File: config.mk
export PLATFORM = sky130hd
export DESIGN_NAME = period_gcd_lcm_min
export DESIGN_NICKNAME = d
export VERILOG_FILES = /design/src/rtl/core/pglm_pkg.sv /design/src/rtl/core/pglm_div.sv /design/src/rtl/core/period_gcd_lcm_min.sv
export SDC_FILE = /design/constraint.sdc
export NUM_CORES = 1
export LEC_CHECK = 0
export ABC_AREA = 1
export BUFFER_PORTS_ARGS = -buffer_cell sky130_fd_sc_hd__buf_2
export CORE_MARGIN = 2
export CORE_UTILIZATION = 30
export DETAILED_ROUTE_END_ITERATION = 6
export PLACE_DENSITY = 0.48
export RECOVER_POWER = 50
export SYNTH_ARGS = -nofsm -noshare
export SYNTH_HDL_FRONTEND = slang
export SYNTH_HIERARCHICAL = 1
export SYNTH_SLANG_ARGS = --single-unit
File: constraint.sdc
create_clock -name clk -period 6.7 [get_ports clk]
set_input_delay 0.335 -clock clk [delete_from_list [all_inputs] [get_ports clk]]
set_output_delay 0.335 -clock clk [all_outputs]
set_load 0.01 [all_outputs]
File: src/rtl/core/pglm_pkg.sv
package pglm_pkg;

    // Handshake state of the shared divider as seen by its sequencer.
    typedef struct packed {
        logic busy;
        logic done;
    } pglm_div_status_t;

endpackage

File: src/rtl/core/pglm_div.sv
module pglm_div #(
    parameter int PERIOD_BITS = 31
) (
    input  logic                         clk,
    input  logic                         rst_n,
    input  logic                         start,
    input  logic [PERIOD_BITS-1:0]       dividend,
    input  logic [PERIOD_BITS-1:0]       divisor,
    output logic [PERIOD_BITS-1:0]       quotient,
    output logic [PERIOD_BITS-1:0]       remainder,
    output pglm_pkg::pglm_div_status_t   status
);
    import pglm_pkg::*;

    localparam int CNT_W = $clog2(PERIOD_BITS);

    logic [PERIOD_BITS-1:0] rem_reg;
    logic [PERIOD_BITS-1:0] quo_reg;
    logic [PERIOD_BITS-1:0] div_reg;
    logic [CNT_W-1:0]       cnt_reg;
    logic                   busy_reg;
    logic                   done_reg;

    logic [PERIOD_BITS:0]   shifted;
    logic [PERIOD_BITS:0]   diff;
    logic                   fits;
    logic [PERIOD_BITS-1:0] rem_next;
    logic [PERIOD_BITS-1:0] quo_next;

    // One restoring step per cycle, most significant quotient bit first.
    always_comb
    begin
        shifted  = {rem_reg, quo_reg[PERIOD_BITS-1]};
        diff     = shifted - {1'b0, div_reg};
        fits     = (shifted >= {1'b0, div_reg});
        rem_next = fits ? diff[PERIOD_BITS-1:0] : shifted[PERIOD_BITS-1:0];
        quo_next = {quo_reg[PERIOD_BITS-2:0], fits};
    end

    always_ff @(posedge clk or negedge rst_n)
    begin
        if (!rst_n)
        begin
            cnt_reg  <= '0;
            busy_reg <= 1'b0;
            done_reg <= 1'b0;
        end
        else
        begin
            if (start)
            begin
                cnt_reg  <= '0;
                busy_reg <= 1'b1;
                done_reg <= 1'b0;
            end
            else if (busy_reg)
            begin
                cnt_reg <= cnt_reg + 1'b1;
                if (cnt_reg == CNT_W'(PERIOD_BITS - 1))
                begin
                    busy_reg <= 1'b0;
                    done_reg <= 1'b1;
                end
            end
            else
            begin
                done_reg <= 1'b0;
            end
        end
    end

    always_ff @(posedge clk)
    begin
        if (start)
        begin
            rem_reg <= '0;
            quo_reg <= dividend;
            div_reg <= divisor;
        end
        else if (busy_reg)
        begin
            rem_reg <= rem_next;
            quo_reg <= quo_next;
        end
    end

    assign quotient    = quo_reg;
    assign remainder   = rem_reg;
    assign status.busy = busy_reg;
    assign status.done = done_reg;

endmodule

File: src/rtl/core/period_gcd_lcm_min.sv
// Channel   Direction  Payload
// s_axis    in         tdata: period; tlast: last period of the set
// m_axis    out        tdata: minor_cycle, hyperperiod, shortest_period; tuser: overflow
//
// The first period of a set only seeds the running values and goes straight to
// the closing state. Any later period runs two Euclid loops on one shared
// divider, then one division, a shift-add multiply and the closing state; the
// LCM work is skipped once the set has saturated. s_axis_tready is high only
// while the sequencer is idle. A finished result waits in the output register;
// a further result stalls until it is taken.
module period_gcd_lcm_min #(
    parameter int PERIOD_BITS = 31
) (
    input  logic                                       clk,
    input  logic                                       rst_n,
    input  logic                                       s_axis_tvalid,
    output logic                                       s_axis_tready,
    // period
    input  logic [((PERIOD_BITS + 7) / 8) * 8 - 1:0]   s_axis_tdata,
    input  logic                                       s_axis_tlast,
    output logic                                       m_axis_tvalid,
    input  logic                                       m_axis_tready,
    // minor_cycle, hyperperiod, shortest_period
    output logic [((3 * PERIOD_BITS + 7) / 8) * 8 - 1:0] m_axis_tdata,
    // overflow
    output logic                                       m_axis_tuser
);
    import pglm_pkg::*;

    localparam int PB    = PERIOD_BITS;
    localparam int OUT_W = ((3 * PERIOD_BITS + 7) / 8) * 8;
    localparam int CNT_W = $clog2(PERIOD_BITS);
    localparam logic [PB-1:0] MAX_VAL = {PB{1'b1}};

    typedef enum logic [2:0] {
        ST_IDLE,
        ST_EUC_TEST,
        ST_EUC_DIV,
        ST_QUOT,
        ST_MUL,
        ST_FIN
    } state_t;

    typedef enum logic {
        PH_GCD,
        PH_LCM
    } phase_t;

    state_t           state_reg;
    phase_t           phase_reg;
    logic             set_open_reg;
    logic             ovf_reg;
    logic             last_reg;
    logic [PB-1:0]    gcd_reg;
    logic [PB-1:0]    lcm_reg;
    logic [PB-1:0]    min_reg;
    logic [PB-1:0]    p_reg;
    logic [PB-1:0]    ea_reg;
    logic [PB-1:0]    eb_reg;
    logic [PB-1:0]    q_reg;
    logic [PB+1:0]    acc_reg;
    logic [CNT_W-1:0] cnt_reg;

    logic             out_valid_reg;
    logic [PB-1:0]    out_gcd_reg;
    logic [PB-1:0]    out_lcm_reg;
    logic [PB-1:0]    out_min_reg;
    logic             out_ovf_reg;

    logic [PB-1:0]    p_in;
    logic [PB-1:0]    cur_lcm;
    logic [PB+1:0]    acc_next;
    logic             acc_over;
    logic             div_start;
    logic [PB-1:0]    div_dividend;
    logic [PB-1:0]    div_divisor;
    logic [PB-1:0]    div_quot;
    logic [PB-1:0]    div_rem;
    pglm_div_status_t div_status;
    logic             out_free;
    logic             out_load;

    always_comb
    begin
        p_in     = (s_axis_tdata[PB-1:0] == '0) ? PB'(1) : s_axis_tdata[PB-1:0];
        cur_lcm  = (lcm_reg == '0) ? PB'(1) : lcm_reg;
        acc_next = {acc_reg[PB:0], 1'b0} + (q_reg[PB-1] ? {2'b00, p_reg} : '0);
        acc_over = (acc_next > {2'b00, MAX_VAL});
        out_free = !out_valid_reg || m_axis_tready;
        out_load = (state_reg == ST_FIN) && last_reg && out_free;

        div_start    = 1'b0;
        div_dividend = eb_reg;
        div_divisor  = ea_reg;
        if (state_reg == ST_EUC_TEST)
        begin
            if (ea_reg != '0)
            begin
                div_start = 1'b1;
            end
            else if (phase_reg == PH_LCM)
            begin
                div_start    = 1'b1;
                div_dividend = cur_lcm;
                div_divisor  = eb_reg;
            end
        end
    end

    pglm_div #(
        .PERIOD_BITS(PERIOD_BITS)
    ) u_div (
        .clk      (clk),
        .rst_n    (rst_n),
        .start    (div_start),
        .dividend (div_dividend),
        .divisor  (div_divisor),
        .quotient (div_quot),
        .remainder(div_rem),
        .status   (div_status)
    );

    always_ff @(posedge clk or negedge rst_n)
    begin
        if (!rst_n)
        begin
            state_reg     <= ST_IDLE;
            phase_reg     <= PH_GCD;
            set_open_reg  <= 1'b0;
            ovf_reg       <= 1'b0;
            last_reg      <= 1'b0;
            gcd_reg       <= '0;
            lcm_reg       <= '0;
            min_reg       <= '0;
            p_reg         <= '0;
            ea_reg        <= '0;
            eb_reg        <= '0;
            q_reg         <= '0;
            acc_reg       <= '0;
            cnt_reg       <= '0;
            out_valid_reg <= 1'b0;
            out_gcd_reg   <= '0;
            out_lcm_reg   <= '0;
            out_min_reg   <= '0;
            out_ovf_reg   <= 1'b0;
        end
        else
        begin
            if (out_load)
            begin
                out_valid_reg <= 1'b1;
            end
            else if (m_axis_tready)
            begin
                out_valid_reg <= 1'b0;
            end

            unique case (state_reg)
                ST_IDLE:
                begin
                    if (s_axis_tvalid)
                    begin
                        p_reg    <= p_in;
                        last_reg <= s_axis_tlast;
                        if (!set_open_reg)
                        begin
                            gcd_reg      <= p_in;
                            lcm_reg      <= p_in;
                            min_reg      <= p_in;
                            ovf_reg      <= 1'b0;
                            set_open_reg <= 1'b1;
                            state_reg    <= ST_FIN;
                        end
                        else
                        begin
                            if (p_in < min_reg)
                            begin
                                min_reg <= p_in;
                            end
                            ea_reg    <= p_in;
                            eb_reg    <= gcd_reg;
                            phase_reg <= PH_GCD;
                            state_reg <= ST_EUC_TEST;
                        end
                    end
                end

                ST_EUC_TEST:
                begin
                    if (ea_reg != '0)
                    begin
                        state_reg <= ST_EUC_DIV;
                    end
                    else if (phase_reg == PH_GCD)
                    begin
                        gcd_reg <= eb_reg;
                        if (ovf_reg)
                        begin
                            state_reg <= ST_FIN;
                        end
                        else
                        begin
                            ea_reg    <= p_reg;
                            eb_reg    <= cur_lcm;
                            phase_reg <= PH_LCM;
                        end
                    end
                    else
                    begin
                        state_reg <= ST_QUOT;
                    end
                end

                ST_EUC_DIV:
                begin
                    if (div_status.done)
                    begin
                        eb_reg    <= ea_reg;
                        ea_reg    <= div_rem;
                        state_reg <= ST_EUC_TEST;
                    end
                end

                ST_QUOT:
                begin
                    if (div_status.done)
                    begin
                        q_reg     <= div_quot;
                        acc_reg   <= '0;
                        cnt_reg   <= '0;
                        state_reg <= ST_MUL;
                    end
                end

                ST_MUL:
                begin
                    acc_reg <= acc_next;
                    q_reg   <= {q_reg[PB-2:0], 1'b0};
                    cnt_reg <= cnt_reg + 1'b1;
                    if (acc_over)
                    begin
                        lcm_reg   <= MAX_VAL;
                        ovf_reg   <= 1'b1;
                        state_reg <= ST_FIN;
                    end
                    else if (cnt_reg == CNT_W'(PB - 1))
                    begin
                        lcm_reg   <= acc_next[PB-1:0];
                        state_reg <= ST_FIN;
                    end
                end

                ST_FIN:
                begin
                    if (!last_reg)
                    begin
                        state_reg <= ST_IDLE;
                    end
                    else if (out_free)
                    begin
                        out_gcd_reg   <= gcd_reg;
                        out_lcm_reg   <= lcm_reg;
                        out_min_reg   <= min_reg;
                        out_ovf_reg   <= ovf_reg;
                        gcd_reg       <= '0;
                        lcm_reg       <= '0;
                        min_reg       <= '0;
                        ovf_reg       <= 1'b0;
                        set_open_reg  <= 1'b0;
                        state_reg     <= ST_IDLE;
                    end
                end

                default:
                begin
                    state_reg <= ST_IDLE;
                end
            endcase
        end
    end

    assign s_axis_tready = (state_reg == ST_IDLE);
    assign m_axis_tvalid = out_valid_reg;
    assign m_axis_tdata  = OUT_W'({out_min_reg, out_lcm_reg, out_gcd_reg});
    assign m_axis_tuser  = out_ovf_reg;

endmodule

# Word-level counts from Yosys, hierarchy flattened
# Cells that the tools add are included.
dict set report word_totals {
  latch_bits 0
  memories 0
  inputBits 37
  ram_bits 0
  wordCells 167
  rom_bits 0
  reg_bits 456
}
dict set report classes {
  mul 0
  shift 0
  n_mux 85
  eq_ne 23
  n_lt_le_gt_ge 3
  n_addsub 4
  div_mod_pow 0
  reduce_logical 27
  bitwise_logic 0
}
# cell count
set ops {}
lappend ops {{$mux W31} 36}
lappend ops {{$pmux W31 S3} 4}
lappend ops {{$pmux W31 S2} 2}
lappend ops {{$pmux W32 S2} 1}
lappend ops {{$logic_not A31 Y1} 2}
lappend ops {{$add A33 B31 Y33} 1}
lappend ops {{$gt A33 B31 Y1 const B} 1}
lappend ops {{$mux W3} 11}
lappend ops {{$ge A32 B31 Y1} 1}
lappend ops {{$mux W32} 1}
lappend ops {{$lt A31 B31 Y1} 1}
lappend ops {{$reduce_bool A31 Y1} 1}
lappend ops {{$sub A31 B31 Y31} 1}
lappend ops {{$mux W1} 22}
lappend ops {{$pmux W3 S6} 1}
lappend ops {{$reduce_and A6 Y1} 3}
lappend ops {{$ne A2 B2 Y1 const B} 8}
lappend ops {{$mux W5} 3}
lappend ops {{$reduce_and A7 Y1} 2}
lappend ops {{$add A5 B1 Y5 const B} 2}
lappend ops {{$eq A5 B5 Y1 const B} 2}
lappend ops {{$pmux W5 S2} 1}
lappend ops {{$reduce_bool A2 Y1} 5}
lappend ops {{$ne A3 B3 Y1 const B} 3}
lappend ops {{other kinds (17)} 27}

# Longest topological paths before layout
# Gate-level depths: netlist of run 1.
dict set report depth {
  ltp_word 7
  mapped_depth 22
  mapped_depth_nobuf 21
}

# By module
# Netlist of run 1, hierarchy kept.
# mod cells_per_inst area_per_inst_um2 n_inst seq_area_each_um2
set modules_own_cells {}
lappend modules_own_cells {period_gcd_lcm_min 2560 19301.0 1 8908.5}
lappend modules_own_cells {pglm_div 968 6742.7 1 2657.5}

# Least setup slack after synthesis of run 1
# No wires, ideal clock.
dict set report synth_path {
  path_kind {register to register}
  start {reg state_reg[0]}
  end {reg u_div.quo_reg[0] (netlist: u_div/quotient[0]) (enable)}
  path_slack_ns 1.941
  arrival_time_ns 4.351
  synth_period_minus_slack_ns 4.759
  path_stages_with_launch 11
  n_path_buf 2
  required_time_ns 6.292
  path_cell_list {dfrtp_1 -> inv_2 -> nor2_2 -> inv_2 -> nor2_4 -> inv_2 -> a21oi_1 -> buf_2 -> nor2_1 -> inv_1 -> clkbuf_1}
}
dict set report synth_between {
  elab_chain_len 3
}
# element line
set synth_rtl {}
lappend synth_rtl {{start, declared} period_gcd_lcm_min.sv:49} ;# state_t state_reg;
lappend synth_rtl {{start signal, assigned} period_gcd_lcm_min.sv:127} ;# state_reg <= ST_IDLE;
lappend synth_rtl {{start signal, assigned} period_gcd_lcm_min.sv:172} ;# state_reg <= ST_FIN;
lappend synth_rtl {{start signal, assigned} period_gcd_lcm_min.sv:183} ;# state_reg <= ST_EUC_TEST;
lappend synth_rtl {{$eq A3 B1 Y1} period_gcd_lcm_min.sv:95} ;# if (state_reg == ST_EUC_TEST)
lappend synth_rtl {{$mux W1} period_gcd_lcm_min.sv:95}
lappend synth_rtl {{net div_start} period_gcd_lcm_min.sv:74} ;# logic div_start;
lappend synth_rtl {{$reduce_bool A2 Y1 (no line)} -}
lappend synth_rtl {{end signal, assigned} pglm_div.sv:77} ;# quo_reg <= dividend;
lappend synth_rtl {{end signal, assigned} pglm_div.sv:83} ;# quo_reg <= quo_next;
lappend synth_rtl {{end, declared} pglm_div.sv:18} ;# logic [PERIOD_BITS-1:0] quo_reg;
# The timed path passes the listed nets, and every way through them passes these cells.
# A chain may end at the register's enable or synchronous reset.

==> impl_metrics.toml, run 1 <==
[sta]
slew_viol_final = 146
hold_violations = 0
fin_ws_ns = 1.76
whs_ns = 0.0572
max_freq_mhz = 203
period_share_pct = 73.7
finalCriticalPeriod_ns = 4.94
worstMarginPinSlew_ns = 4.89
setup_viol = 0
maxSlewHeadroom_pct = -226
setup_tns_ns = 0
rsz0062_at_grt = "no"
finClkSkew_ns = 0.0275

[die]
die_area_mm2 = 0.0892
die_y_um = 299
top_level_ports = 136
rows = 108
core_mm2 = 0.0863
die_w_um = 299
start_util_pct = 30.2

[worst_setup_path]
path_buf_inv = 3
critPathTopFamily = "buffers and inverters"
crit_path_top_delay_cell = "clkbuf_1"
cp.arrival_ns = 5.54
critPathMaxStageDelay_ns = 3.37
r2r_slack_ns = 2.30
r2r_cells = 20
critPathKind = "input pin to async pin"
crit_path_max_fanout = 82
cp.required_ns = 7.31
r2r-start = "q_reg[30]"
end_kind = "async pin"
critPathLaunchType = "input pin"
r2r_end = "lcm_reg[10]"
startpoint = "rst_n"
worstPathCellList = "dlygate4sd3_1 -> clkbuf_1 -> buf_4"

[finish]
n_fill_cell = 9402
largest_reg_flops = 32
final_common_cell = "nand2_1"
synthToLayoutAreaGrowth_pct = 13.0
final_nets = 3699
diodes = 0
final_cell_mix = "1,114 x nand2_1, 556 x inv_1, 386 x o21ai_0, 363 x dfrtp_1, 136 x nor2_1"
drive_gt1_share_pct = 5.60

[clocking]
clk_latency_ns = 0.62
cts_buffers = 55
cts_root_buf = "clkbuf_16"
cts_buffer_depth = 3
cts.sinks = 456
cts_setup_buffers = 0
clkTransAtPathRegs_ns = 0.06
cts_tree = "built"
cts.htree.levels = 2

[global_route]
grt_pass1_wl_mm = 136
grt.overflow.total = 0
grt.total_usage_pct = 19.7
grt_pass1_vias = 22274
grt_max_degree = 147
antenna_found_initial = 5

[logic_synthesis]
synth_area_mm2 = 0.0260
avgSynthCellArea_um2 = 7.38
syn_inst = 3527
yosysWarnings = 6

[placed_design]
io_buffers = 131
pre_cts_ws_ns = 2.33
gp_congestion = 0.922
dpl.hpwl_mm = 65.4

[worst_hold_path]
holdPathEnd = "m_axis_tvalid"
min_path_cells = 4
hold_path.class = "input pin to register"
hold_path_startpoint = "m_axis_tready"

[route]
vias = 22880
wirelength_mm = 88.5
drtAntennaViolNets = 0
drt-initial-drc-count = 1849
wl_per_cell_um = 18.6
viasPerCell = 4.80
first_pass_iters = 5
drc = 0

[pwr]
power.density_mw_per_mm2 = 465
p_total_mw = 13.7
cellLeakagePower_nw = 14.6
vdd_drop_max_uv = 341

[run]
cap_viol_max_count = 2

[run_status]
violations = "max-capacitance violations, max-slew violations"
outcome = "finished with violations"
==> tightest hold or removal path: cells and delay by family <==
kind / cells / cell delay (ns)
buf+inv: 2 / 0.16
simple gates: 2 / 0.14
==> timing repair <==
action,4_1_cts,5_1_grt
gates resized for setup,0,0
hold buffers,2,0
endpoints found under the hold margin,80,0
==> how the worst max path moves through the flow <==
stage,end,slack [ns],depth (start not counted)
after global routing,q_reg[28],0.87,3
after CTS,lcm_reg[0],2.30,22
after global placement,lcm_reg[0],2.35,22
after floorplan,u_div/quotient[0],1.94,10
final,out_lcm_reg[7],1.76,3
after detailed placement,lcm_reg[0],2.33,22
==> layout make-up <==
type	instances	area, um^2	share of cell area [%]
multi-input combinational	2319	11600	39.4
sequential	456	11600	39.3
inverter	571	2150	7.30
clock buffer	77	1590	5.41
tap	1155	1450	4.91
timing repair buffer	162	782	2.66
clock inverter	25	289	0.982
==> report_power, final <==
| group | internal [mW] | switching, mW | total [mW] |
|---|---|---|---|
| Combinational | 1.80 | 4.10 | 5.89 |
| Clock | 1.88 | 1.27 | 3.15 |
| Sequential | 3.93 | 0.707 | 4.63 |
| Total | 7.60 | 6.08 | 13.7 |
==> routing by layer <==
metal | routed length, um | GRT usage (%)
met1 | 42600 | 28.9
met2 | 38200 | 30.1
met3 | 4950 | 2.46
met4 | 2760 | 6.21
met5 | 13 | 0
==> metrics by stage <==
stage	utilization, %	cell area (um^2)	instances
global route	34.1	29400	4765
CTS	34.2	29600	4765
detailed placement	32.0	27700	4661
floorplan	-	26000	3529
global placement	32.0	27700	4661
finish	34.1	29400	4765
Note: power is estimated with default switching activity, not from simulation.
==> inputs of run 2 (changes only) <==
ABC_AREA = 0   (was 1)
clock period = 4.66 ns   (was 6.7 ns; I/O delays follow)
==> run 2 against run 1 <==
The run still ends with max-capacitance violations, max-slew violations left. Register-to-register slack lost 1.8 ns. Utilization is essentially flat. First-iteration DRC count shrank 15%. Worst setup slack lost 1.2 ns. Clock power grew 26%. Worst hold slack lost 0.019 ns. Critical path depth grew 11. Non-clock buffer count grew 11. Final cell count shrank 22%. Die area shrank 4.5%. Area after synthesis shrank 4.6%. Largest cell class unchanged.
==> impl_metrics.toml, run 2 <==
[logic_synthesis]
syn_inst = 2551
synth_area_mm2 = 0.0248
yosysWarnings = 6
avgSynthCellArea_um2 = 9.74

[global_route]
antenna_found_initial = 2
grt_pass1_wl_mm = 133
grt_pass1_vias = 19777
grt_max_degree = 125
grt.overflow.total = 0
grt.total_usage_pct = 20.6

[sta]
finalCriticalPeriod_ns = 4.14
maxSlewHeadroom_pct = -85.2
max_freq_mhz = 241
slew_viol_final = 218
setup_viol = 0
whs_ns = 0.0378
period_share_pct = 88.9
rsz0062_at_grt = "no"
hold_violations = 0
finClkSkew_ns = 0.0207
worstMarginPinSlew_ns = 2.78
setup_tns_ns = 0

[finish]
n_fill_cell = 8594
final_cell_mix = "362 x dfrtp_1, 310 x nand2_1, 219 x o21ai_0, 169 x mux2_2, 149 x nor2_1"
final_core_util_pct = 34.1
synthToLayoutAreaGrowth_pct = 12.4
largest_reg_flops = 32
final_common_cell = "dfrtp_1"
final_nets = 2721
multi_input_area_mm2 = 0.0122
diodes = 0
final_cell_area_mm2 = 0.0279
drive_gt1_share_pct = 14.4
register_area_mm2 = 0.0116

[route]
drt-initial-drc-count = 1579
wirelength_mm = 88.1
drtAntennaViolNets = 0
vias = 19928
wl_per_cell_um = 23.8
first_pass_iters = 5
drc = 0
viasPerCell = 5.39

[die]
rows = 105
die_w_um = 292
die_area_mm2 = 0.0851
core_mm2 = 0.0820
start_util_pct = 30.3
top_level_ports = 136
die_y_um = 292

[worst_setup_path]
critPathKind = "register to register"
critPathLaunchType = "register"
worstPathCellList = "and2_1 -> ha_1 -> inv_1 -> fa_1 -> nor2b_1 -> o21ai_0 -> a211oi_2 -> o211ai_1 -> a21oi_1 -> xnor2_2 -> nand3_2 -> nor2_4 -> buf_4 -> a211oi_1"
crit_path_max_fanout = 16
path_buf_inv = 2
critPathTopFamily = "compound AO/OA/AOI/OAI gates"
critPathMaxStageDelay_ns = 0.47
end_kind = "register"
cp.required_ns = 5.11
cp.arrival_ns = 4.59
crit_path_top_delay_cell = "dfrtp_1"

[run_status]
violations = "max-capacitance violations, max-slew violations"
outcome = "finished with violations"

[pwr]
power.density_mw_per_mm2 = 787
p_total_mw = 22.0
cellLeakagePower_nw = 12.1
vdd_drop_max_uv = 442

[run]
cap_viol_max_count = 3

[clocking]
cts_tree = "built"
cts_buffers = 51
cts.sinks = 456
cts.htree.levels = 2
clkTransAtPathRegs_ns = 0.06
cts_resized = 0
cts_root_buf = "clkbuf_16"
cts_setup_buffers = 0
clk_latency_ns = 0.61
cts_hold_buf = 3
cts_buffer_depth = 3

[placed_design]
placedInstanceArea_mm2 = 0.0264
gp_congestion = 0.902
io_buffers = 131
dpl.hpwl_mm = 63.3

[worst_hold_path]
hold_path.class = "input pin to register"
==> run 2: power breakdown <==
group / total [mW] / switching, mW / internal [mW]
combinational: 10.2 / 6.13 / 4.05
sequential: 7.82 / 1.89 / 5.93
clock: 3.98 / 1.74 / 2.24
total: 22.0 / 9.75 / 12.2
==> run 2: metal layers <==
layer	routed length (um)	vias to the layer above	global-route usage, %	part of all wire [%]
met5	11	-	0	0.012
met4	3640	2	8.10	4.1
met3	3900	150	2.65	4.4
met2	40400	562	33.0	46
met1	40100	9980	28.1	46
li1	-	9234	-	-
==> run 2: worst paths after layout <==
path                             startpoint               to  slack [ns]  depth (start not counted)
setup / recovery                  q_reg[30]      lcm_reg[11]        0.52                         14
hold / removal             s_axis_tdata[26]      gcd_reg[26]        0.04                          3
setup reg to reg                  q_reg[30]      lcm_reg[11]        0.52                         14
hold reg to reg             out_min_reg[13]  out_min_reg[13]        0.48                          2
max in group asynchronous             rst_n   out_gcd_reg[5]        0.90                          3
min in group asynchronous             rst_n  out_lcm_reg[25]        1.03                          2
==> run 2: through the flow <==
| stage | worst slack [ns] | std cells |
|---|---|---|
| after floorplan | 1.42 | 2553 |
| after global placement | 0.643 | 3601 |
| after detailed placement | 0.630 | 3601 |
| after CTS | 0.602 | 3696 |
| after global routing | 0.278 | 3696 |
| final | 0.518 | 3696 |
==> run 2: final cells by class <==
class / count / share of cell area [%]
multi-input cells: 1818 / 43.6
flip-flops and latches: 456 / 41.4
clock buffers: 66 / 5.06
well taps: 1070 / 4.80
repair buffers: 173 / 3.21
inverters: 87 / 1.17
clock inverters: 26 / 0.699
==> run 2: tightest hold or removal path, delay by kind of cell <==
family | cells | cell delay (ns)
AO/OA/AOI/OAI | 2 | 0.21
buffers and inverters | 1 | 0.15
==> inputs of run 3 (changes only) <==
ABC_AREA = 1   (was 0)
ABC_CLOCK_PERIOD_IN_PS = 4660   (was default)
==> run 3 against run 2 <==
The run still ends with max-capacitance violations, max-slew violations left. Design area rose by 5.6%. Worst setup slack improved by 0.38 ns. Worst hold slack gained 0.011 ns. Combinational power shrank 16%. First-iteration DRC count rose by 17%. Clock power grew 6.8%. Via count is 15% higher. Global-route usage down 0.53 points. Critical path type unchanged.
==> impl_metrics.toml, run 3 (synthesis results as in run 1) <==
[worst_setup_path]
crit_path_max_fanout = 25
critPathKind = "register to register"
crit_path_top_delay_cell = "dfrtp_1"
worstPathCellList = "buf_4 -> nand2_1 -> inv_1 -> ha_1 -> a21oi_1 -> o21ai_0 -> a21oi_1 -> nor2_1 -> nor2_1 -> nand3_1 -> nand2_1 -> nand4_1 -> nand2_2 -> buf_4 -> o21ai_0"
r2r_slack_ns = 0.90
cp.arrival_ns = 4.24
path_buf_inv = 3
critPathMaxStageDelay_ns = 0.45
end_kind = "register"
critPathLaunchType = "register"
critPathTopFamily = "simple AND/OR/NAND/NOR gates"
cp.required_ns = 5.14

[sta]
max_freq_mhz = 266
worstMarginPinSlew_ns = 3.08
setup_viol = 0
period_share_pct = 80.7
fin_ws_ns = 0.897
setup_tns_ns = 0
whs_ns = 0.0490
finalCriticalPeriod_ns = 3.76
finClkSkew_ns = 0.0234
rsz0062_at_grt = "no"
slew_viol_final = 177
hold_violations = 0
maxSlewHeadroom_pct = -105

[route]
drtAntennaViolNets = 0
drc = 0
drt-initial-drc-count = 1852
first_pass_iters = 5
viasPerCell = 4.79
wirelength_mm = 89.5
vias = 22873
wl_per_cell_um = 18.7

[placed_design]
dpl.hpwl_mm = 67.4
pre_cts_ws_ns = 0.917
gp_congestion = 0.901
io_buffers = 131
placedInstanceArea_mm2 = 0.0278
post-place-cells = 4669

[pwr]
p_total_mw = 19.5
vdd_drop_max_uv = 886
cellLeakagePower_nw = 14.6
power.density_mw_per_mm2 = 661

[finish]
final_cell_area_mm2 = 0.0295
final_common_cell = "nand2_1"
largest_reg_flops = 32
final_core_util_pct = 34.1
drive_gt1_share_pct = 5.69
final_nets = 3710
diodes = 0
synthToLayoutAreaGrowth_pct = 13.2
final_cell_mix = "1,114 x nand2_1, 556 x inv_1, 386 x o21ai_0, 363 x dfrtp_1, 136 x nor2_1"
final_cells = 4777

[clocking]
cts.sinks = 456
cts.htree.levels = 2
cts_buffers = 55
cts_tree = "built"
clkTransAtPathRegs_ns = 0.06
cts_resized = 0
cts_buffer_depth = 3
clk_latency_ns = 0.62
cts_root_buf = "clkbuf_16"

[global_route]
grt.total_usage_pct = 20.0
grt_max_degree = 125
grt.overflow.total = 0
grt_pass1_vias = 22402
grt_pass1_wl_mm = 138
antenna_found_initial = 2

[worst_hold_path]
hold_path.class = "input pin to register"

[run_status]
outcome = "finished with violations"
violations = "max-capacitance violations, max-slew violations"

[die]
die_area_mm2 = 0.0892
die_y_um = 299
start_util_pct = 30.2
core_mm2 = 0.0863
rows = 108
top_level_ports = 136
die_w_um = 299

[run]
cap_viol_max_count = 2
[run 3: changes by cell type in the layout (fill, tap and decap cells not counted), sizes merged, moves of 40 or more]
cell,change
o21ai,+188
o22a,-61
nand3,+119
mux2,-172
a21oi,-47
o211ai,+52
a21o,-66
nand2,+813
and2,-61
a31oi,-40
inv,+479
[run 3: final timing paths]
path                             startpoint               to  depth (start not counted)
min                        s_axis_tdata[14]        p_reg[14]                          3
min reg2reg                 out_lcm_reg[22]  out_lcm_reg[22]                          2
max in group asynchronous             rst_n  out_gcd_reg[16]                          2
max reg2reg                       q_reg[30]      lcm_reg[24]                         15
min in group asynchronous             rst_n      min_reg[26]                          2
max                               q_reg[30]      lcm_reg[24]                         15
[run 3: layout make-up]
class	instances	area, um^2
Fill cell	9306	56900
Multi-Input combinational cell	2319	11600
Sequential cell	456	11600
Inverter	571	2150
Clock buffer	73	1520
Tap cell	1155	1450
Timing Repair Buffer	173	936
Clock inverter	30	250
[run 3: report_power, final]
part | switching, mW | internal [mW] | total (mW) | leakage [nW]
Sequential | 1.04 | 5.64 | 6.68 | 5.65
Combinational | 5.92 | 2.63 | 8.55 | 8.09
Clock | 1.80 | 2.45 | 4.25 | 0.865
[run 3: timing repair]
item	in CTS	in global routing
hold buffers	5	0
hold endpoints to repair	116	0
setup buffers	0	0
[run 3: metal layers]
layer / wire (um) / global-route usage (%)
met2: 38600 / 30.5
met5: 0 / 0
met4: 2540 / 5.72
met1: 43600 / 29.6
met3: 4740 / 2.65
[run 3: worst register-to-register path: stages (launching register included)]
cell and delay, ns:
dfrtp_1 0.45, buf_4 0.36, nand2_1 0.12, inv_1 0.07
ha_1 0.27, a21oi_1 0.28, o21ai_0 0.21, a21oi_1 0.22
nor2_1 0.06, nor2_1 0.15, nand3_1 0.09, nand2_1 0.25
nand4_1 0.26, nand2_2 0.39, buf_4 0.32, o21ai_0 0.13
